==> src/rtl/core/bdcp_pkg.sv <==
// Shared types and constants for the bracketed decimal command parser.
// Character codes, field and comma limits, frame kind codes and the result word layout.
// No dependencies.
package bdcp_pkg;

	localparam int FieldCount = 5;
	localparam int FieldWidth = 16;

	localparam logic [7:0] CharLBracket = 8'h5B;
	localparam logic [7:0] CharRBracket = 8'h5D;
	localparam logic [7:0] CharComma    = 8'h2C;
	localparam logic [7:0] CharZero     = 8'h30;
	localparam logic [7:0] CharNine     = 8'h39;

	localparam logic [2:0] LastField   = 3'd4;
	localparam logic [6:0] CommaMax    = 7'd127;
	localparam logic [6:0] CommasFive  = 7'd4;
	localparam logic [6:0] CommasTwo   = 7'd1;

	localparam logic [1:0] KindNone     = 2'd0;
	localparam logic [1:0] KindTwo      = 2'd1;
	localparam logic [1:0] KindFive     = 2'd2;
	localparam logic [1:0] KindOverflow = 2'd3;

	typedef logic [FieldWidth-1:0] field_t;

	typedef struct packed {
		logic [1:0] kind;
		field_t     value_four;
		field_t     value_three;
		field_t     value_two;
		field_t     value_one;
		field_t     command_code;
	} bdcp_result_t;

endpackage

==> src/rtl/core/bracketed_decimal_command_parser.sv <==
// Top level of the bracketed decimal command parser: input register, parser, result slot.
// One received byte per word in, one command word per closed frame out.
// Depends on bdcp_pkg, bdcp_parse and bdcp_out_slot.
// Path: a closing bracket's command word passes the input register and then the result
// register; it waits in the input register while the result register holds an untaken word.
// Throughput: one byte per cycle; the input stalls only when a command is ready and
// the result register still holds an untaken word.
// Reset: arst_n clears all frame state and both valid flags; no frame is open after reset.
module bracketed_decimal_command_parser #(
	parameter int BUFFER_BYTES = 64
) (
	input  logic        clk,
	input  logic        arst_n,
	input  logic        s_axis_tvalid,
	output logic        s_axis_tready,
	input  logic [7:0]  s_axis_tdata,   // [7:0] rx_byte
	output logic        m_axis_tvalid,
	input  logic        m_axis_tready,
	output logic [79:0] m_axis_tdata,   // [15:0] command_code, [31:16] value_one,
	                                    // [47:32] value_two, [63:48] value_three,
	                                    // [79:64] value_four
	output logic [1:0]  m_axis_tuser    // [1:0] frame_kind
);

	logic                   valid_s1;
	logic [7:0]             byte_s1;
	logic                   emit;
	logic                   slot_free;
	logic                   advance;
	bdcp_pkg::bdcp_result_t result;
	bdcp_pkg::bdcp_result_t out_word;

	// A byte that closes a frame waits here until the result slot can take its word.
	assign advance       = valid_s1 && (!emit || slot_free);
	assign s_axis_tready = !valid_s1 || advance;

	always_ff @(posedge clk or negedge arst_n) begin
		if (!arst_n) begin
			valid_s1 <= 1'b0;
		end else begin
			valid_s1 <= (s_axis_tvalid && s_axis_tready) || (valid_s1 && !advance);
		end
	end

	always_ff @(posedge clk) begin
		if (s_axis_tvalid && s_axis_tready) begin
			byte_s1 <= s_axis_tdata;
		end
	end

	bdcp_parse #(
		.BUFFER_BYTES(BUFFER_BYTES)
	) u_parse (
		.clk     (clk),
		.arst_n  (arst_n),
		.advance (advance),
		.rx_byte (byte_s1),
		.emit    (emit),
		.result  (result)
	);

	bdcp_out_slot u_out_slot (
		.clk       (clk),
		.arst_n    (arst_n),
		.load      (advance && emit),
		.result    (result),
		.slot_free (slot_free),
		.out_valid (m_axis_tvalid),
		.out_ready (m_axis_tready),
		.out_word  (out_word)
	);

	assign m_axis_tdata = {out_word.value_four, out_word.value_three, out_word.value_two,
		out_word.value_one, out_word.command_code};
	assign m_axis_tuser = out_word.kind;

	a_result_lands: assert property (@(posedge clk) disable iff (!arst_n)
		advance && emit |=> m_axis_tvalid)
		else $error("closed frame did not produce a word");

	a_held_byte_stalls: assert property (@(posedge clk) disable iff (!arst_n)
		valid_s1 && !advance |-> !s_axis_tready)
		else $error("input taken while the held byte is stalled");

	a_no_overwrite: assert property (@(posedge clk) disable iff (!arst_n)
		m_axis_tvalid && !m_axis_tready |-> !(advance && emit))
		else $error("untaken word overwritten");

endmodule

==> src/rtl/core/bdcp_parse.sv <==
// Frame state and field accumulation for the bracketed decimal command parser.
// Takes one registered byte per advance and forms the result on a closing bracket.
// Depends on bdcp_pkg.
module bdcp_parse #(
	parameter int BUFFER_BYTES = 64
) (
	input  logic                  clk,
	input  logic                  arst_n,
	input  logic                  advance,
	input  logic [7:0]            rx_byte,
	output logic                  emit,
	output bdcp_pkg::bdcp_result_t result
);

	localparam int CountWidth = $clog2(BUFFER_BYTES + 2);
	localparam logic [CountWidth-1:0] BufferLimit = CountWidth'(BUFFER_BYTES);

	logic                        in_frame_q;
	logic [CountWidth-1:0]       byte_count_q;
	logic [6:0]                  comma_count_q;
	logic [2:0]                  field_index_q;
	logic                        parse_stopped_q;
	bdcp_pkg::field_t            acc_q [bdcp_pkg::FieldCount];

	logic                        in_frame_d;
	logic [CountWidth-1:0]       byte_count_d;
	logic [6:0]                  comma_count_d;
	logic [2:0]                  field_index_d;
	logic                        parse_stopped_d;
	bdcp_pkg::field_t            acc_d [bdcp_pkg::FieldCount];

	logic                        is_lbracket;
	logic                        is_rbracket;
	logic                        is_comma;
	logic                        is_digit;
	logic [CountWidth-1:0]       byte_count_inc;
	bdcp_pkg::field_t            acc_cur;
	bdcp_pkg::field_t            acc_next;

	assign is_lbracket = (rx_byte == bdcp_pkg::CharLBracket);
	assign is_rbracket = (rx_byte == bdcp_pkg::CharRBracket);
	assign is_comma    = (rx_byte == bdcp_pkg::CharComma);
	assign is_digit    = (rx_byte >= bdcp_pkg::CharZero) && (rx_byte <= bdcp_pkg::CharNine);

	// The count saturates one past the buffer size, which marks overflow.
	assign byte_count_inc = (byte_count_q <= BufferLimit) ? byte_count_q + 1'b1 : byte_count_q;

	// Times ten as two shifts and an add; the digit value is the low nibble.
	assign acc_cur  = acc_q[field_index_q];
	assign acc_next = (acc_cur << 3) + (acc_cur << 1) + {12'd0, rx_byte[3:0]};

	assign emit = in_frame_q && is_rbracket && !is_lbracket;

	always_comb begin
		result = '0;
		if (byte_count_inc > BufferLimit) begin
			result.kind = bdcp_pkg::KindOverflow;
		end else if (comma_count_q == bdcp_pkg::CommasFive) begin
			result.kind         = bdcp_pkg::KindFive;
			result.command_code = acc_q[0];
			result.value_one    = acc_q[1];
			result.value_two    = acc_q[2];
			result.value_three  = acc_q[3];
			result.value_four   = acc_q[4];
		end else if (comma_count_q == bdcp_pkg::CommasTwo) begin
			result.kind         = bdcp_pkg::KindTwo;
			result.command_code = acc_q[0];
			result.value_one    = acc_q[1];
		end else begin
			result.kind = bdcp_pkg::KindNone;
		end
	end

	always_comb begin
		in_frame_d      = in_frame_q;
		byte_count_d    = byte_count_q;
		comma_count_d   = comma_count_q;
		field_index_d   = field_index_q;
		parse_stopped_d = parse_stopped_q;
		for (int i = 0; i < bdcp_pkg::FieldCount; i++) begin
			acc_d[i] = acc_q[i];
		end
		if (is_lbracket || (in_frame_q && is_rbracket)) begin
			// An opening bracket restarts; a closing one ends the frame.
			in_frame_d      = is_lbracket;
			byte_count_d    = is_lbracket ? CountWidth'(1) : '0;
			comma_count_d   = '0;
			field_index_d   = '0;
			parse_stopped_d = 1'b0;
			for (int i = 0; i < bdcp_pkg::FieldCount; i++) begin
				acc_d[i] = '0;
			end
		end else if (in_frame_q) begin
			byte_count_d = byte_count_inc;
			if (is_comma) begin
				if (comma_count_q != bdcp_pkg::CommaMax) begin
					comma_count_d = comma_count_q + 1'b1;
				end
				if (!parse_stopped_q) begin
					if (field_index_q < bdcp_pkg::LastField) begin
						field_index_d = field_index_q + 1'b1;
					end else begin
						parse_stopped_d = 1'b1;
					end
				end
			end else if (is_digit) begin
				if (!parse_stopped_q) begin
					acc_d[field_index_q] = acc_next;
				end
			end else begin
				parse_stopped_d = 1'b1;
			end
		end
	end

	always_ff @(posedge clk or negedge arst_n) begin
		if (!arst_n) begin
			in_frame_q      <= 1'b0;
			byte_count_q    <= '0;
			comma_count_q   <= '0;
			field_index_q   <= '0;
			parse_stopped_q <= 1'b0;
			for (int i = 0; i < bdcp_pkg::FieldCount; i++) begin
				acc_q[i] <= '0;
			end
		end else if (advance) begin
			in_frame_q      <= in_frame_d;
			byte_count_q    <= byte_count_d;
			comma_count_q   <= comma_count_d;
			field_index_q   <= field_index_d;
			parse_stopped_q <= parse_stopped_d;
			for (int i = 0; i < bdcp_pkg::FieldCount; i++) begin
				acc_q[i] <= acc_d[i];
			end
		end
	end

	a_field_index_range: assert property (@(posedge clk) disable iff (!arst_n)
		field_index_q <= bdcp_pkg::LastField)
		else $error("field index beyond the last field");

	a_count_saturates: assert property (@(posedge clk) disable iff (!arst_n)
		byte_count_q <= BufferLimit + 1'b1)
		else $error("byte count beyond its saturation point");

	a_idle_is_clear: assert property (@(posedge clk) disable iff (!arst_n)
		!in_frame_q |-> (byte_count_q == '0 && comma_count_q == '0 && !parse_stopped_q))
		else $error("frame state not cleared outside a frame");

	a_emit_closes: assert property (@(posedge clk) disable iff (!arst_n)
		emit && advance |=> !in_frame_q)
		else $error("frame still open after its result");

endmodule

==> src/rtl/core/bdcp_out_slot.sv <==
// Result register of the bracketed decimal command parser.
// Holds one finished command word until the downstream side takes it.
// Depends on bdcp_pkg.
module bdcp_out_slot (
	input  logic                   clk,
	input  logic                   arst_n,
	input  logic                   load,
	input  bdcp_pkg::bdcp_result_t result,
	output logic                   slot_free,
	output logic                   out_valid,
	input  logic                   out_ready,
	output bdcp_pkg::bdcp_result_t out_word
);

	logic                   valid_q;
	bdcp_pkg::bdcp_result_t word_q;

	assign slot_free = !valid_q || out_ready;
	assign out_valid = valid_q;
	assign out_word  = word_q;

	always_ff @(posedge clk or negedge arst_n) begin
		if (!arst_n) begin
			valid_q <= 1'b0;
		end else begin
			valid_q <= load || (valid_q && !out_ready);
		end
	end

	always_ff @(posedge clk) begin
		if (load) begin
			word_q <= result;
		end
	end

endmodule

==> config.mk <==
export PLATFORM = sky130hd
export DESIGN_NAME = bracketed_decimal_command_parser
export DESIGN_NICKNAME = d
export VERILOG_FILES = /design/src/rtl/core/bdcp_pkg.sv /design/src/rtl/core/bracketed_decimal_command_parser.sv /design/src/rtl/core/bdcp_parse.sv /design/src/rtl/core/bdcp_out_slot.sv
export SDC_FILE = /design/constraint.sdc
export NUM_CORES = 1
export LEC_CHECK = 0
export BUFFER_PORTS_ARGS = -buffer_cell sky130_fd_sc_hd__buf_2
export CORE_ASPECT_RATIO = 1.1
export CORE_MARGIN = 2
export CORE_UTILIZATION = 40
export CTS_CLUSTER_SIZE = 8
export DETAILED_ROUTE_END_ITERATION = 12
export GPL_TIMING_DRIVEN = 0
export SYNTH_ARGS = -nofsm -noshare
export SYNTH_HDL_FRONTEND = slang
export SYNTH_SLANG_ARGS = --single-unit
==> constraint.sdc <==
create_clock -name clk -period 13.7 [get_ports clk]
set_input_delay 0 -clock clk [delete_from_list [all_inputs] [get_ports clk]]
set_output_delay 0 -clock clk [all_outputs]
set_load 0.05 [all_outputs]
; After elaboration in Yosys (flattened, before gate mapping)
; Index checks and enable logic that the tools add are counted.
[op_classes]
addsub = 5
mul = 0
div_mod_pow = 0
order_cmp = 7
n_eq_ne = 9
shift = 0
n_mux = 34
bitwise = 2
n_reduce_logical = 34
[op_table]
columns = cell, count
row1 = 2-to-1 mux 80 bit, 5
row2 = bitwise mux 80 bit, 1
row3 = 2-to-1 mux 32 bit, 2
row4 = 2-to-1 mux 7 bit, 7
row5 = binary-select mux 16 bit (select 3 bit), 1
row6 = demux 16 bit (select 3 bit), 1
row7 = 2-to-1 mux 15 bit, 2
row8 = adder 16 bit, 1
row9 = adder 16 x 4 -> 16 bit, 1
row10 = equality test 8 x 7 -> 1 bit (second input constant), 2
row11 = 2-to-1 mux 16 bit, 1
row12 = 2-to-1 mux 3 bit, 5
row13 = adder 7 x 1 -> 7 bit (second input constant), 2
row14 = AND reduction 5 bit, 2
row15 = nonzero test 2 bit, 5
row16 = logical AND 1 bit, 9
row17 = 2-to-1 mux 1 bit, 9
row18 = equality test 8 x 6 -> 1 bit (second input constant), 1
row19 = >= comparator 8 x 6 -> 1 bit (second input constant), 1
row20 = <= comparator 8 x 6 -> 1 bit (second input constant), 1
row21 = equality test 7 x 1 -> 1 bit (second input constant), 1
row22 = equality test 7 x 3 -> 1 bit (second input constant), 1
row23 = > comparator 7 bit (second input constant), 1
row24 = <= comparator 7 bit (second input constant), 1
row25 = 15 further kinds, 28
[word_totals]
regBits = 191
latchBits = 0
ram_bits = 0
rom_bits = 0
output_inout_bits = 84
wordCells = 111
memories = 0

; Depth between registers and ports, before layout
[logic_depth]
depth_word = 12
mapped_depth = 17

; Hierarchy
; A second synthesis with hierarchy kept.
[hier_totals]
cells_unflattened = 692
area_unflattened_um2 = 8953.6
[modules_own_cells]
columns = module, n_inst, cells_each, area_per_inst_um2, seq_area_each_um2
row1 = bdcp_parse, 1, 592, 6124.6, 2477.4
row2 = bdcp_out_slot, 1, 85, 2509.9, 2487.4
row3 = bracketed_decimal_command_parser, 1, 15, 319.1, 265.3

; Least setup slack after synthesis
; No wires, ideal clock.
[synth_path]
path_type = register -> register
startpoint = register byte_s1[1]
endpoint = register u_out_slot.word_q, in the netlist u_out_slot.out_word[0] (enable)
t_arrival_ns = 4.549
required_ns = 13.176
path_slack_ns = 8.627
stages_incl_launch_ff = 5
n_path_buf = 0
path_cell_list = edfxtp_1 nand4b_1 nor3_1 nand2_1 nor2_1
[synth_via]
elab_chain_len = 7
elab_cells_between_ends = 9
cone_classes = eq/ne (2) / reduce/logical (7)
[synth_rtl]
columns = element, line
row1 = from (decl), bracketed_decimal_command_parser.sv:26  ; logic [7:0] byte_s1;
row2 = from (signal assigned), bracketed_decimal_command_parser.sv:47  ; byte_s1 <= s_axis_tdata;
row3 = "equality test 8 x 7 -> 1 bit, on equally long branches", "bdcp_parse.sv:41, bdcp_parse.sv:40"
row4 = logical AND 1 bit or logical NOT 1 bit (tied branches), bdcp_parse.sv:52  ; assign emit = in_frame_q && is_rbracket && !is_lbracket;
row5 = logical AND 1 bit (*), bdcp_parse.sv:52
row6 = logical NOT 1 bit, bracketed_decimal_command_parser.sv:34  ; assign advance = valid_s1 && (!emit || slot_free);
row7 = logical OR 1 bit, bracketed_decimal_command_parser.sv:34
row8 = logical AND 1 bit, bracketed_decimal_command_parser.sv:34
row9 = logical AND 1 bit (*), bracketed_decimal_command_parser.sv:65  ; .load (advance && emit),
row10 = net u_out_slot.load, bdcp_out_slot.sv:7  ; input logic load,
row11 = to (signal assigned), bdcp_out_slot.sv:32  ; word_q <= result;
row12 = to (decl), bdcp_out_slot.sv:16  ; bdcp_pkg::bdcp_result_t word_q;
; The timed path passes the listed nets; every way through them passes the cells marked *.
; A chain may end at the register's enable or synchronous reset.

; Worst setup path after layout
[layout_path]
startpoint = register u_parse.field_index_q[1]
endpoint = register u_parse.acc_q[46] in the netlist's numbering
[layout_via]
elab_chain_len = 12
elab_cells_between_ends = 17
cone_classes = add/sub (2) / order compare (2) / mux (11) / bitwise (1) / reduce/logical (1)
[layout_rtl]
columns = element, line
row1 = from (decl), bdcp_parse.sv:21  ; logic [2:0] field_index_q;
row2 = from (signal assigned), bdcp_parse.sv:130  ; field_index_q <= field_index_d;
row3 = inverter 3 -> 4 bit (implied by the code) (*), "bdcp_parse.sv:49, bdcp_parse.sv:108"
row4 = binary-select mux 16 bit (select 3 bit), bdcp_parse.sv:49  ; assign acc_cur = acc_q[field_index_q];
row5 = 2-to-1 mux 15 bit (implied by the code) (2 in a row), bdcp_parse.sv:49
row6 = adder 16 bit, bdcp_parse.sv:50  ; assign acc_next = (acc_cur << 3) + (acc_cur << 1) + {12'd0, rx_byte[3:0]};
row7 = adder 16 x 4 -> 16 bit, bdcp_parse.sv:50
row8 = bitwise mux 80 bit (*), bdcp_parse.sv:108  ; acc_d[field_index_q] = acc_next;
row9 = 2-to-1 mux 80 bit (*), bdcp_parse.sv:107  ; if (!parse_stopped_q) begin
row10 = 2-to-1 mux 80 bit (*), bdcp_parse.sv:106  ; end else if (is_digit) begin
row11 = 2-to-1 mux 80 bit (*), bdcp_parse.sv:95  ; if (is_comma) begin
row12 = 2-to-1 mux 80 bit (*), bdcp_parse.sv:93  ; end else if (in_frame_q) begin
row13 = 2-to-1 mux 80 bit (*), bdcp_parse.sv:83  ; if (is_lbracket || (in_frame_q && is_rbracket)) begin
row14 = "to (signal, indexed assignment)", bdcp_parse.sv:133  ; acc_q[i] <= acc_d[i];
row15 = to (decl), bdcp_parse.sv:23  ; bdcp_pkg::field_t acc_q [bdcp_pkg::FieldCount];
; Mark *: on every way between the ends. The rest lies on a longest branch, timed or not. The select of a mux whose other input is x is not followed.

==> impl_metrics.tcl <==
set metrics [dict create \
    yosys-top-cells-area "edfxtp_1, dfrtp_1, o21ai_0" \
    wl_per_cell_um 18.72 \
    synth.most_common_cell "o21ai_0" \
    powerDensity_mw_per_mm2 141.2 \
    die_x_um 147.1 \
    place_hpwl_um 16460 \
    areaGrowthSynthToFinish_pct 17.52 \
    status "completed" \
    postCtsSetupBuffers 0 \
    place_congestion 0.8452 \
    yosysUniqueCellTypes 63 \
    synth_compound_area_share_pct 10.65 \
    worst_pin_slew_ns 1.088 \
    rsz0062_at_grt "false" \
    hold_slack_ns 0.08063 \
    coreArea_mm2 0.02211 \
    setup_slack_ns 8.153 \
    synth_mux_area_share_pct 3.678 \
    p_leak_nw 4.117 \
    regArea_mm2 0.005230 \
    viasPerCell 5.393 \
    drt_wl_total_um 22980 \
    critPathKind "reg2reg" \
    first_pass_iters 5 \
    drv_slew 0 \
    grt_pass1_wl_um 36080 \
    grt-ovfl-total 0 \
    via_count 6623 \
    io_buffers 95 \
    syn_avg_cell_area_um2 11.40 \
    cts-htree-levels 4 \
    final-setup-viol-count 0 \
    start_kind "register" \
    arrival_ns 5.84 \
    finalHoldViolCount 0 \
    synth_top_area_cell "edfxtp_1" \
    synthArstFlopShare_pct 52.88 \
    rows 57 \
    rrSetupSlack_ns 8.15 \
    fin_crit_sh_pct 40.49 \
    drive_above_1_share_pct 17.15 \
    cts_made_buffers 17 \
    synth_nets 837 \
    multiInputGateArea_mm2 0.003475 \
    syn-cell-area_mm2 0.009015 \
    grt_pass1_vias 6551 \
    drv_cap 0 \
    finClkSkew_ns 0.008578 \
    synthXorXnorAreaFrac_pct 1.804 \
    die_h_um 161.5 \
    setup_tns_ns 0 \
    antennaDiodeCount 0 \
    ys_seq_elements 191 \
    synth-simple-area-share_pct 17.43 \
    seq_area_frac_synth_pct 58.02 \
    synth_edf_count 90 \
    synthFlopType "dfrtp_1" \
    peakVddDrop_mv 0.09595 \
    worstSkewPairLatency_ns 0.44 \
    cts_tree "built" \
    fillCellCount 2073 \
    pre_cts_slack_ns 8.132 \
    synth_top_family_by_area "simple AND/OR/NAND/NOR gates" \
    cts_sinks 191 \
    initial_core_util_pct 40.78 \
    fin_nets 966 \
    synth_top_area_share_pct 29.98 \
    track_usage_pct 19.88 \
    drtIter0Drc 612 \
    io_pins 96 \
    die-area_mm2 0.02375 \
    synth_cells 791 \
    worstHoldPathType "in2async" \
    path_clk_slew_ns 0.07 \
    finalPower_mw 1.495 \
    worstPathMaxFanout 10 \
    crit_path_end_kind "register" \
    grt_max_degree 67 \
    cts_root_buffer "clkbuf_16" \
    synth_warnings 0 \
    antenna_found_initial 0 \
    detail-route-antenna-nets 0 \
    synth_fa_ha_area_share_pct 4.885 \
    crit_required_ns 14.00 \
    cts_buffer_depth 2 \
    drcViolationCount 0 \
    fin_crit_ns 5.547 \
    synth_commonest_cells "o21ai_0, dfrtp_1, nand3_1" \
    fmax_ghz 0.1803 \
    slew_headroom_pct 27.48 \
]
-- power breakdown --
part	leakage [nW]	internal, mW	switching [mW]	total (mW)
Sequential	1.65	0.635	0.0395	0.675
Clock	0.255	0.238	0.232	0.470
Combinational	2.21	0.124	0.227	0.351
-- placed cells by master (no fill, tap or decap), types with 20 or more instances in the layout --
master,n
a21oi_1,20
and2_1,83
buf_2,96
clkbuf_1,33
dfrtp_1,101
edfxtp_1,90
ha_1,32
inv_1,31
nand2_1,41
nand3_1,92
nor2_1,26
o21ai_0,105
-- area by class of cell --
type | count | share of cell area [%]
Sequential cell | 191 | 49.37
Multi-Input combinational cell | 527 | 32.80
Timing Repair Buffer | 110 | 6.236
Clock buffer | 20 | 4.122
Tap cell | 295 | 3.484
Buffer | 42 | 1.913
Inverter | 31 | 1.098
Clock inverter | 12 | 0.9803
-- cells by family (layout without fill, tap and decap cells) --
group                    count (synthesis)  after routing
buffers and inverters                   73            215
multiplexers                            20             20
adder cells (fa/ha/maj)                 34             34
AO/OA/AOI/OAI                          166            166
flip-flops                             191            191
XOR/XNOR                                17             17
AND/OR/NAND/NOR                        290            290
-- registers in the layout, summed over array words and instances (netlist names) --
name and flops:
byte_s1 8, u_out_slot.out_valid 1, u_out_slot.out_word 82, u_parse.acc_q 80, u_parse.byte_count_q 7, u_parse.comma_count_q 7, u_parse.field_index_q 3, u_parse.in_frame_q 1
u_parse.parse_stopped_q 1, valid_s1 1
-- through the flow --
stage | utilization (%) | instance area, µm² | instances
finish | 47.92 | 10590 | 1228
global route | 47.92 | 10590 | 1228
CTS | 47.92 | 10590 | 1228
detailed placement | 44.97 | 9943 | 1185
global placement | 44.60 | 9859 | 1181
floorplan | - | 9015 | 791
-- critical path, stage by stage, from the launching register on --
cell and delay (ns):
dfrtp_1 0.45, buf_1 0.70, clkbuf_1 0.61, a21oi_1 0.21
o21a_1 0.26, fa_1 0.50, inv_1 0.06, fa_1 0.46
a21o_1 0.19, a21o_1 0.21, a2111oi_0 0.69, nor3_1 0.19
a211o_1 0.31, xnor2_1 0.38, o21ai_0 0.16
-- worst paths after layout --
kind                       cells after the start                                 start                                  end
hold / removal                                 2                                arst_n  u_parse.byte_count_q[3]$_DFFE_PN0P_
max in group asynchronous                      3                                arst_n        u_parse.acc_q[57]$_DFFE_PN0P_
setup / recovery                              14  u_parse.field_index_q[1]$_DFFE_PN0P_        u_parse.acc_q[46]$_DFFE_PN0P_
min in group clk                               2                       s_axis_tdata[7]                 byte_s1[7]$_DFFE_PP_
setup reg to reg                              14  u_parse.field_index_q[1]$_DFFE_PN0P_        u_parse.acc_q[46]$_DFFE_PN0P_
hold reg to reg                                2         u_parse.acc_q[31]$_DFFE_PN0P_        u_parse.acc_q[31]$_DFFE_PN0P_
-- repair_timing --
action	4_1_cts	5_1_grt
hold buffers	11	0
resized for setup	0	0
hold endpoints to repair	45	0
-- layer usage --
layer	routed length (µm)	global-route usage (%)	vias up
met4	542	7.474	0
met5	0	0	-
met3	1478	3.672	42
li1	-	-	3105
met1	9849	26.54	3248
met2	11110	32.50	228
Power figures use the tool's default switching activity.
